<file path="config.mk">
export PLATFORM = sky130hd
export DESIGN_NAME = lru_page_replacement_flat
export DESIGN_NICKNAME = d
export VERILOG_FILES = /design/src/sv/lpr_pkg.sv /design/src/sv/lpr_stream_if.sv /design/src/sv/lru_page_replacement.sv /design/src/sv/lpr_ctrl.sv /design/src/sv/lpr_datapath.sv /design/src/flat_wrapper.sv
export VERILOG_INCLUDE_DIRS = /design/src /design/src/sv
export SDC_FILE = /design/constraint.sdc
export NUM_CORES = 2
export LEC_CHECK = 0
export BUFFER_PORTS_ARGS = -buffer_cell sky130_fd_sc_hd__buf_2
export CORE_MARGIN = 3
export CORE_UTILIZATION = 45
export DETAILED_ROUTE_END_ITERATION = 10
export GPL_ROUTABILITY_DRIVEN = 0
export RECOVER_POWER = 100
export REMOVE_ABC_BUFFERS = 1
export SETUP_SLACK_MARGIN = 0.5
export SYNTH_ARGS = -nofsm -noshare
export SYNTH_HDL_FRONTEND = slang
export SYNTH_SLANG_ARGS = --single-unit
</file>
<file path="constraint.sdc">
create_clock -name clk_i -period 34.5 [get_ports clk_i]
set_clock_uncertainty 0.2 [all_clocks]
set_input_delay 3.45 -clock clk_i [delete_from_list [all_inputs] [get_ports clk_i]]
set_output_delay 3.45 -clock clk_i [all_outputs]
set_load 0.01 [all_outputs]
</file>
<file path="src/sv/lru_page_replacement_defines.svh">
// assertion macros shared by the lru page replacement design
`ifndef LRU_PAGE_REPLACEMENT_DEFINES_SVH
`define LRU_PAGE_REPLACEMENT_DEFINES_SVH

// condition in this cycle implies consequence in the same cycle
`define LPR_ASSERT_IMPL(lbl, cond, cons, msg) \
  lbl: assert property (@(posedge clk_i) disable iff (!rst_ni) (cond) |-> (cons)) \
    else $error(msg);

// condition in this cycle implies consequence in the next cycle
`define LPR_ASSERT_NEXT(lbl, cond, cons, msg) \
  lbl: assert property (@(posedge clk_i) disable iff (!rst_ni) (cond) |=> (cons)) \
    else $error(msg);

`endif

</file>
<file path="src/sv/lpr_pkg.sv">
// types and constants of the lru page replacement block
package lpr_pkg;

  // field widths of the request, the response and the apb register interface
  localparam int unsigned PAGE_W     = 16;
  localparam int unsigned POS_W      = 7;
  localparam int unsigned COUNT_W    = 32;
  localparam int unsigned CFG_W      = 8;
  localparam int unsigned APB_DATA_W = 32;
  localparam int unsigned APB_ADDR_W = 3;

  // request actions
  localparam logic ACT_REFERENCE = 1'b0;
  localparam logic ACT_CLEAR     = 1'b1;

  // register map
  localparam logic REG_SEL_WAYS_IN_USE = 1'b0;
  localparam logic [CFG_W-1:0] WAYS_IN_USE_RESET = 8'd128;

  // saturation value of the hit counter
  localparam logic [COUNT_W-1:0] HIT_COUNT_MAX = '1;

  // entries per group of the hit priority encoder
  localparam int unsigned GRP_SIZE = 16;
  localparam int unsigned GRP_IDX_W = 4;

  typedef struct packed {
    logic              action;
    logic [PAGE_W-1:0] page;
  } req_t;

  typedef struct packed {
    logic               hit;
    logic [POS_W-1:0]   hit_position;
    logic               evicted_valid;
    logic [PAGE_W-1:0]  evicted_page;
    logic [COUNT_W-1:0] hit_count;
  } rsp_t;

  // commands from the controller to the datapath
  typedef struct packed {
    logic cap;
    logic cmp;
    logic enc;
    logic sel;
    logic upd;
  } cmd_t;

endpackage

</file>
<file path="src/sv/lpr_stream_if.sv">
// valid/ready stream channel carrying one payload per request
interface lpr_stream_if #(
  parameter type T = logic
);
  logic valid;
  logic ready;
  T     payload;

  modport source (output valid, output payload, input ready);
  modport sink (input valid, input payload, output ready);
endinterface

</file>
<file path="src/sv/lru_page_replacement.sv">
// lru page replacement: each request passes the steps capture, compare, group encode,
// select and update before the next one is taken; the response is registered at the update
// the next request can be taken in the cycle after the update
// a held response does not block taking the next request, only its update step
// reset is asynchronous: stack empty, hit count zero, ways_in_use 128
// stored page values are not reset; only entries below the occupancy are read
module lru_page_replacement #(
  parameter int unsigned WAYS      = 128,
  parameter int unsigned PAGE_BITS = 16
) (
  input  logic clk_i,
  input  logic rst_ni,
  lpr_stream_if.sink   req_i,
  lpr_stream_if.source rsp_o,
  input  logic                               psel,
  input  logic                               penable,
  input  logic                               pwrite,
  input  logic [lpr_pkg::APB_ADDR_W-1:0]     paddr,
  input  logic [lpr_pkg::APB_DATA_W-1:0]     pwdata,
  output logic [lpr_pkg::APB_DATA_W-1:0]     prdata,
  output logic                               pready
);

  `include "lru_page_replacement_defines.svh"

  logic [lpr_pkg::CFG_W-1:0] ways_q;
  lpr_pkg::cmd_t             cmd;
  logic                      cfg_wr;

  // register write at the access phase
  assign pready = 1'b1;
  assign cfg_wr = psel && penable && pwrite && pready &&
                  (paddr[2] == lpr_pkg::REG_SEL_WAYS_IN_USE);

  always_ff @(posedge clk_i or negedge rst_ni) begin
    if (!rst_ni) begin
      ways_q <= lpr_pkg::WAYS_IN_USE_RESET;
    end else if (cfg_wr) begin
      ways_q <= pwdata[lpr_pkg::CFG_W-1:0];
    end
  end

  // register readback
  assign prdata = (paddr[2] == lpr_pkg::REG_SEL_WAYS_IN_USE) ?
                  {{(lpr_pkg::APB_DATA_W - lpr_pkg::CFG_W){1'b0}}, ways_q} : '0;

  // controller
  lpr_ctrl u_ctrl (
    .clk_i       (clk_i),
    .rst_ni      (rst_ni),
    .req_valid_i (req_i.valid),
    .req_ready_o (req_i.ready),
    .rsp_valid_o (rsp_o.valid),
    .rsp_ready_i (rsp_o.ready),
    .cmd_o       (cmd)
  );

  // datapath
  lpr_datapath #(
    .WAYS      (WAYS),
    .PAGE_BITS (PAGE_BITS)
  ) u_datapath (
    .clk_i         (clk_i),
    .rst_ni        (rst_ni),
    .cmd_i         (cmd),
    .req_i         (req_i.payload),
    .ways_in_use_i (ways_q),
    .rsp_o         (rsp_o.payload)
  );

  // checks
  `LPR_ASSERT_NEXT(a_accept_starts_compare, req_i.valid && req_i.ready, cmd.cmp,
                   "accepted request did not move to compare")
  `LPR_ASSERT_IMPL(a_single_command, 1'b1, $onehot0(cmd), "more than one datapath command")
  `LPR_ASSERT_NEXT(a_update_fills_output, cmd.upd, rsp_o.valid,
                   "update did not present a response")
  `LPR_ASSERT_IMPL(a_hit_counted, rsp_o.valid && rsp_o.payload.hit,
                   rsp_o.payload.hit_count != 32'd0, "hit reported with zero hit count")
  `LPR_ASSERT_IMPL(a_hit_no_evict, rsp_o.valid && rsp_o.payload.hit,
                   !rsp_o.payload.evicted_valid, "hit reported with an eviction")

endmodule

</file>
<file path="src/sv/lpr_ctrl.sv">
// sequencing state machine of the lru page replacement block
module lpr_ctrl (
  input  logic          clk_i,
  input  logic          rst_ni,
  input  logic          req_valid_i,
  output logic          req_ready_o,
  output logic          rsp_valid_o,
  input  logic          rsp_ready_i,
  output lpr_pkg::cmd_t cmd_o
);

  typedef enum logic [2:0] {
    ST_IDLE,
    ST_CMP,
    ST_ENC,
    ST_SEL,
    ST_UPD
  } state_e;

  state_e state_q;
  logic   rsp_valid_q;
  logic   out_free;

  // the result register can take a new response
  assign out_free = !rsp_valid_q || rsp_ready_i;

  // command decode
  always_comb begin
    cmd_o     = '0;
    cmd_o.cap = (state_q == ST_IDLE) && req_valid_i;
    cmd_o.cmp = (state_q == ST_CMP);
    cmd_o.enc = (state_q == ST_ENC);
    cmd_o.sel = (state_q == ST_SEL);
    cmd_o.upd = (state_q == ST_UPD) && out_free;
  end

  assign req_ready_o = (state_q == ST_IDLE);
  assign rsp_valid_o = rsp_valid_q;

  // state and response valid
  always_ff @(posedge clk_i or negedge rst_ni) begin
    if (!rst_ni) begin
      state_q     <= ST_IDLE;
      rsp_valid_q <= 1'b0;
    end else begin
      // response valid: set on update, cleared once taken
      if ((state_q == ST_UPD) && out_free) begin
        rsp_valid_q <= 1'b1;
      end else if (rsp_ready_i) begin
        rsp_valid_q <= 1'b0;
      end
      case (state_q)
        ST_IDLE: begin
          if (req_valid_i) begin
            state_q <= ST_CMP;
          end
        end
        ST_CMP: state_q <= ST_ENC;
        ST_ENC: state_q <= ST_SEL;
        ST_SEL: state_q <= ST_UPD;
        ST_UPD: begin
          if (out_free) begin
            state_q <= ST_IDLE;
          end
        end
        default: state_q <= ST_IDLE;
      endcase
    end
  end

endmodule

</file>
<file path="src/sv/lpr_datapath.sv">
// recency stack, parallel compare, hit encoder and counters
module lpr_datapath #(
  parameter int unsigned WAYS      = 128,
  parameter int unsigned PAGE_BITS = 16
) (
  input  logic                       clk_i,
  input  logic                       rst_ni,
  input  lpr_pkg::cmd_t              cmd_i,
  input  lpr_pkg::req_t              req_i,
  input  logic [lpr_pkg::CFG_W-1:0]  ways_in_use_i,
  output lpr_pkg::rsp_t              rsp_o
);

  localparam int unsigned OCC_W  = $clog2(WAYS + 1);
  localparam int unsigned IDX_W  = (WAYS > 1) ? $clog2(WAYS) : 1;
  localparam int unsigned NG     = (WAYS + lpr_pkg::GRP_SIZE - 1) / lpr_pkg::GRP_SIZE;
  localparam int unsigned MATCH_W = NG * lpr_pkg::GRP_SIZE;

  // stack and counters
  logic [PAGE_BITS-1:0] pages_q [WAYS];
  logic [OCC_W-1:0]     occ_q, occ_d;
  logic [lpr_pkg::COUNT_W-1:0] hits_q, hits_d;

  // request and stage registers
  logic                 action_q;
  logic [PAGE_BITS-1:0] page_q;
  logic [MATCH_W-1:0]   match_q, match_d;
  logic [PAGE_BITS-1:0] evict_pg_q;
  logic [OCC_W-1:0]     lim_q, lim_d;
  logic [NG-1:0]        grp_hit_q, grp_hit_d;
  logic [lpr_pkg::GRP_IDX_W-1:0] grp_idx_q [NG];
  logic [lpr_pkg::GRP_IDX_W-1:0] grp_idx_d [NG];
  logic                 hit_q, hit_d;
  logic                 evict_q, evict_d;
  logic [IDX_W-1:0]     pos_q, pos_d;
  logic [IDX_W-1:0]     top_q, top_d;
  lpr_pkg::rsp_t        rsp_q, rsp_d;

  logic [31:0]          page_ext;
  logic [OCC_W-1:0]     last_full;
  logic [IDX_W-1:0]     last_idx;
  logic [31:0]          pos_ext;
  logic [31:0]          evict_ext;

  assign page_ext  = {16'b0, req_i.page};
  assign last_full = occ_q - OCC_W'(1);
  assign last_idx  = last_full[IDX_W-1:0];

  // compare stage: match vector over valid entries, limit clamp
  always_comb begin
    match_d = '0;
    for (int k = 0; k < WAYS; k++) begin
      match_d[k] = (32'(k) < 32'(occ_q)) && (pages_q[k] == page_q);
    end
    if (ways_in_use_i == '0) begin
      lim_d = OCC_W'(1);
    end else if (32'(ways_in_use_i) > 32'(WAYS)) begin
      lim_d = OCC_W'(WAYS);
    end else begin
      lim_d = OCC_W'(ways_in_use_i);
    end
  end

  // encode stage: first hit within each group
  always_comb begin
    for (int g = 0; g < NG; g++) begin
      grp_hit_d[g] = |match_q[g*lpr_pkg::GRP_SIZE +: lpr_pkg::GRP_SIZE];
      grp_idx_d[g] = '0;
      for (int i = lpr_pkg::GRP_SIZE - 1; i >= 0; i--) begin
        if (match_q[g*lpr_pkg::GRP_SIZE + i]) begin
          grp_idx_d[g] = lpr_pkg::GRP_IDX_W'(i);
        end
      end
    end
  end

  // select stage: first hit group, shift depth and eviction
  always_comb begin
    hit_d   = 1'b0;
    pos_ext = '0;
    for (int g = NG - 1; g >= 0; g--) begin
      if (grp_hit_q[g]) begin
        hit_d   = 1'b1;
        pos_ext = 32'(g) * 32'(lpr_pkg::GRP_SIZE) + 32'(grp_idx_q[g]);
      end
    end
    pos_d   = pos_ext[IDX_W-1:0];
    evict_d = 1'b0;
    if (hit_d) begin
      top_d = pos_d;
    end else if (occ_q < lim_q) begin
      top_d = occ_q[IDX_W-1:0];
    end else begin
      top_d   = last_idx;
      evict_d = 1'b1;
    end
  end

  // update stage: counters and response
  always_comb begin
    occ_d     = occ_q;
    hits_d    = hits_q;
    evict_ext = 32'(evict_pg_q);
    rsp_d     = '0;
    if (action_q == lpr_pkg::ACT_CLEAR) begin
      occ_d  = '0;
      hits_d = '0;
    end else begin
      if (hit_q) begin
        if (hits_q != lpr_pkg::HIT_COUNT_MAX) begin
          hits_d = hits_q + 32'd1;
        end
      end else if (!evict_q) begin
        occ_d = occ_q + OCC_W'(1);
      end
      rsp_d.hit           = hit_q;
      rsp_d.hit_position  = hit_q ? lpr_pkg::POS_W'(pos_q) : '0;
      rsp_d.evicted_valid = evict_q;
      rsp_d.evicted_page  = evict_q ? evict_ext[lpr_pkg::PAGE_W-1:0] : '0;
    end
    rsp_d.hit_count = hits_d;
  end

  // control state
  always_ff @(posedge clk_i or negedge rst_ni) begin
    if (!rst_ni) begin
      occ_q  <= '0;
      hits_q <= '0;
    end else if (cmd_i.upd) begin
      occ_q  <= occ_d;
      hits_q <= hits_d;
    end
  end

  // stage payload registers
  always_ff @(posedge clk_i) begin
    if (cmd_i.cap) begin
      action_q <= req_i.action;
      page_q   <= page_ext[PAGE_BITS-1:0];
    end
    if (cmd_i.cmp) begin
      match_q    <= match_d;
      lim_q      <= lim_d;
      evict_pg_q <= pages_q[last_idx];
    end
    if (cmd_i.enc) begin
      grp_hit_q <= grp_hit_d;
      grp_idx_q <= grp_idx_d;
    end
    if (cmd_i.sel) begin
      hit_q   <= hit_d;
      pos_q   <= pos_d;
      top_q   <= top_d;
      evict_q <= evict_d;
    end
    if (cmd_i.upd) begin
      rsp_q <= rsp_d;
    end
  end

  // recency stack shift, new page enters at the front
  always_ff @(posedge clk_i) begin
    if (cmd_i.upd && (action_q == lpr_pkg::ACT_REFERENCE)) begin
      pages_q[0] <= page_q;
      for (int k = 1; k < WAYS; k++) begin
        if (32'(k) <= 32'(top_q)) begin
          pages_q[k] <= pages_q[k-1];
        end
      end
    end
  end

  assign rsp_o = rsp_q;

endmodule

</file>
<file path="src/flat_wrapper.sv">
// flat-port wrapper written by rule: the top's interface ports become plain ports
module lru_page_replacement_flat 
#(
  parameter int unsigned WAYS      = 128,
  parameter int unsigned PAGE_BITS = 16
)
  (clk_i, rst_ni, psel, penable, pwrite, paddr, pwdata, prdata, pready, req_i_valid, req_i_payload, req_i_ready, rsp_o_valid, rsp_o_payload, rsp_o_ready);
  lpr_stream_if #(.T(lpr_pkg::req_t)) req_i_i ();
  lpr_stream_if #(.T(lpr_pkg::rsp_t)) rsp_o_i ();
  input  logic clk_i;
  input  logic rst_ni;
  input  logic psel;
  input  logic penable;
  input  logic pwrite;
  input  logic [lpr_pkg::APB_ADDR_W-1:0] paddr;
  input  logic [lpr_pkg::APB_DATA_W-1:0] pwdata;
  output logic [lpr_pkg::APB_DATA_W-1:0] prdata;
  output logic pready;
  input wire logic [$bits(req_i_i.valid)-1:0] req_i_valid;
  input wire logic [$bits(req_i_i.payload)-1:0] req_i_payload;
  output wire logic [$bits(req_i_i.ready)-1:0] req_i_ready;
  output wire logic [$bits(rsp_o_i.valid)-1:0] rsp_o_valid;
  output wire logic [$bits(rsp_o_i.payload)-1:0] rsp_o_payload;
  input wire logic [$bits(rsp_o_i.ready)-1:0] rsp_o_ready;
  assign req_i_i.valid = req_i_valid;
  assign req_i_i.payload = req_i_payload;
  assign req_i_ready = req_i_i.ready;
  assign rsp_o_valid = rsp_o_i.valid;
  assign rsp_o_payload = rsp_o_i.payload;
  assign rsp_o_i.ready = rsp_o_ready;
  lru_page_replacement #(.WAYS(WAYS), .PAGE_BITS(PAGE_BITS)) u_core (.clk_i(clk_i), .rst_ni(rst_ni), .req_i(req_i_i), .rsp_o(rsp_o_i), .psel(psel), .penable(penable), .pwrite(pwrite), .paddr(paddr), .pwdata(pwdata), .prdata(prdata), .pready(pready));
endmodule
</file>
==> metrics.txt <==
RSZ-0062 raised after global routing no; Crit. End Element register; Vias around 72000; DRT Wirelength between 300000 and 400000 um; largest net degree at the start of global routing 130; clock buffer depth 4; Core ar. 257900 um^2; clock latency on the worst-skew pair roughly 0.93 ns; CTS root buffer clkbuf_16; total track usage around 29%; sequential share of the synthesized area approximately three fifths; Final Max Tran Viols approximately 2600; Final setup viols 0; Layout area overhead 10.48%; worst hold slack between 0.2 and 0.3 ns; average routed wire per standard cell around 36 um; total of max-cap violations roughly 100; num ports about 150; clock slew at reported path FFs 0.06 ns; CTS tree yes; number of global-route vias before repair approximately 70000; antenna violations before repair 31; post-route cell area around 130000 um^2; Synth Cell Area between 100000 and 150000 um^2; First-pass DRT Iterations 8; Nets approximately 7700; H-tree lvl count 5; crit start category register; Die Span X 516.2 um; VDD IR max 117.8 uV; met1 GRT Util about two fifths; fin crit share a little under half; Post-CTS Hold Fix Bufs 0; row cnt around 190; Die H between 500 and 600 um; Synth Register Bits approximately 2400; worst-margin pin slew 8.456 ns; share of cells above drive strength 1 between 10% and 20%; DP Wirelength about 280000 um; worst rel slew slack -463.7%; Setup Fix Bufs, Post-CTS 0; outcome finished with violations; CTS-repair resized insts 0; dpl cell area around 120000 um^2; clock sink count ~2400; Avg Inst Size Synth around 16 um^2; first-pass GRT wire length 553200 um; Tot Pwr around 9.4 mW; initial core utilization ~45%; Period minus WS final 16.09 ns; EDFF count, synth approximately 2300; DP Worst Slack about 26 ns; CP Class register to register; DRT antenna net count 0; Main synth FF type edfxtp_1; cells after synthesis 7509; P per Cell Area approximately 73 nW/um^2; crit path DAT roughly 17 ns; Worst Hold Class register to register; max frequency between 60 and 70 MHz; CP required about 35 ns; Yosys warning total 0; met2 usage between 40 and 50%; number of remaining DRC errors 0; total CTS buffers around 280; post-synthesis cell type count 77; Fin Setup TNS 0 ns; Post-Place Cells 10706; Via density roughly 6.4; final hold viol count 0; area of the die 266400 um^2; number of port buffers 99; final std cells w/o fill around 11000; Max Fanout on Critical Path 94; GR Overflow Total 0; met3 Use GR 7.888%; asr flop ratio synth 2.183%; failing checks max-capacitance violations, max-slew violations; grt peak-use layer met2; final core occ roughly half; starting DRC count in detailed routing approximately 9700; final worst slack 18.41 ns; Static Leak 34.65 nW
-- report_power, final --
| part | internal (mW) | switching, mW |
|---|---|---|
| logic | 1.09 | 1.98 |
| registers | 3.40 | 0.136 |
| clock network | 1.64 | 1.18 |
| total | 6.13 | 3.30 |
-- per-layer routing --
layer / up-vias / share of wire [%]
met5: - / 0.027
met4: 16 / 5.7
met3: 882 / 11
met2: 4280 / 44
met1: 37751 / 39
li1: 29068 / -
-- cells by family after synthesis --
logic type / after synthesis / share of synthesized area (%)
mux: 677 / 12.60
buf+inv: 566 / 2.122
flops: 2382 / 60.85
xor+xnor: 2086 / 15.62
other cells: 2 / 0.006412
fa+ha+maj: 10 / 0.1068
simple gates: 1322 / 6.178
compound gates: 464 / 2.520
-- Yosys cell counts, drive strengths merged, types with 3 or more instances --
master	number	area, um^2
a211oi	12	90.09
a21boi	5	37.54
a21o	7	52.55
a21oi	173	865.8
a221oi	4	35.03
a31oi	13	81.33
and2	34	212.7
and3	15	93.84
and4	6	52.55
buf	271	1378
clkbuf	232	870.8
dfrtp	51	1276
edfxtp	2330	69970
ha	10	125.1
inv	62	232.7
mux2	12	135.1
mux2i	28	280.3
mux4	637	14350
nand2	115	431.7
nand2b	9	56.30
nand3	122	620.6
nand4	208	1301
nor2	262	991.0
nor2b	27	168.9
nor3	68	340.3
nor3b	13	97.59
nor4	406	2599
o2111ai	54	473.0
o211ai	5	47.54
o21a	6	45.04
o21ai	57	289.0
o21bai	18	135.1
o22ai	69	437.9
o311ai	3	26.28
o31ai	12	90.09
o41ai	9	78.83
or2	9	56.31
or3	8	50.05
or4	11	82.58
or4b	4	40.04
xnor2	859	7538
xor2	1227	10750
-- worst paths after layout --
path / start / endpoint / slack (ns) / cells past startpoint
max in group asynchronous: rst_ni / u_core.u_datapath.occ_q[3] / 28.66 / 2
min in group asynchronous: rst_ni / u_core.ways_q[2] / 3.44 / 2
max reg2reg: u_core.u_datapath.occ_q[0] / u_core.u_datapath.evict_pg_q[3] / 18.41 / 7
max: u_core.u_datapath.occ_q[0] / u_core.u_datapath.evict_pg_q[3] / 18.41 / 7
min reg2reg: u_core.u_datapath.pages_q[34][15] / u_core.u_datapath.pages_q[35][15] / 0.26 / 0
min: u_core.u_datapath.pages_q[34][15] / u_core.u_datapath.pages_q[35][15] / 0.26 / 0
-- critical path, stage by stage (launching register included) --
cell and delay [ns]:
dfrtp_1 1.75, clkbuf_1 5.80, clkbuf_1 2.51, clkbuf_1 3.02
mux4_2 0.85, mux4_2 0.60, o22ai_1 0.49, nor4_1 0.10
-- state kept, by name, indices dropped and copies added, names as in the netlist, 16 cells and up --
name / flops
u_core.u_datapath.grp_idx_q: 32
u_core.u_datapath.page_q: 16
u_core.u_datapath.rsp_o: 57
u_core.u_datapath.match_q: 128
u_core.u_datapath.hits_q: 32
u_core.u_datapath.pages_q: 2048
u_core.u_datapath.evict_pg_q: 16
-- cell type report --
cell class | count | area [um^2]
Clock inverter | 113 | 927.1
Clock buffer | 348 | 7453
Antenna cell | 17 | 42.54
Multi-Input combinational cell | 4584 | 43580
Inverter | 63 | 237.7
Fill cell | 21516 | 128500
Tap cell | 3384 | 4234
Timing Repair Buffer | 293 | 1653
Sequential cell | 2382 | 71270
-- cells in the final DEF (no fill, tap or decap), types with 10 or more instances in the layout --
| cell type | Yosys | routed |
|---|---|---|
| a211oi_1 | 12 | 12 |
| xor2_1 | 1226 | 1226 |
| mux2_2 | 12 | 12 |
| conb_1 | 2 | 25 |
| xnor2_1 | 857 | 857 |
| mux4_2 | 637 | 637 |
| clkinv_2 | 0 | 39 |
| o21bai_1 | 18 | 18 |
| nor3_1 | 68 | 68 |
| a31oi_1 | 13 | 12 |
| nor3b_1 | 13 | 13 |
| nor2b_1 | 27 | 26 |
| nor4_1 | 398 | 398 |
| clkbuf_16 | 0 | 289 |
| diode_2 | 0 | 17 |
| clkbuf_1 | 232 | 224 |
| edfxtp_1 | 2330 | 2330 |
| inv_1 | 60 | 59 |
| nand4_1 | 208 | 208 |
| bufinv_16 | 0 | 16 |
| or4_1 | 11 | 11 |
| o21ai_0 | 51 | 54 |
| buf_12 | 0 | 12 |
| nor2_1 | 261 | 253 |
| nand3_1 | 120 | 119 |
| nand2_1 | 115 | 115 |
| o2111ai_1 | 54 | 54 |
| and2_0 | 0 | 23 |
| a21oi_1 | 173 | 171 |
| clkinv_1 | 1 | 52 |
| o31ai_1 | 12 | 12 |
| and2_1 | 34 | 10 |
| mux2i_1 | 28 | 28 |
| buf_4 | 38 | 85 |
| buf_2 | 132 | 31 |
| dfrtp_1 | 51 | 49 |
| o22ai_1 | 68 | 68 |
| and3_1 | 15 | 15 |
Note: power is estimated with default switching activity, not from simulation.
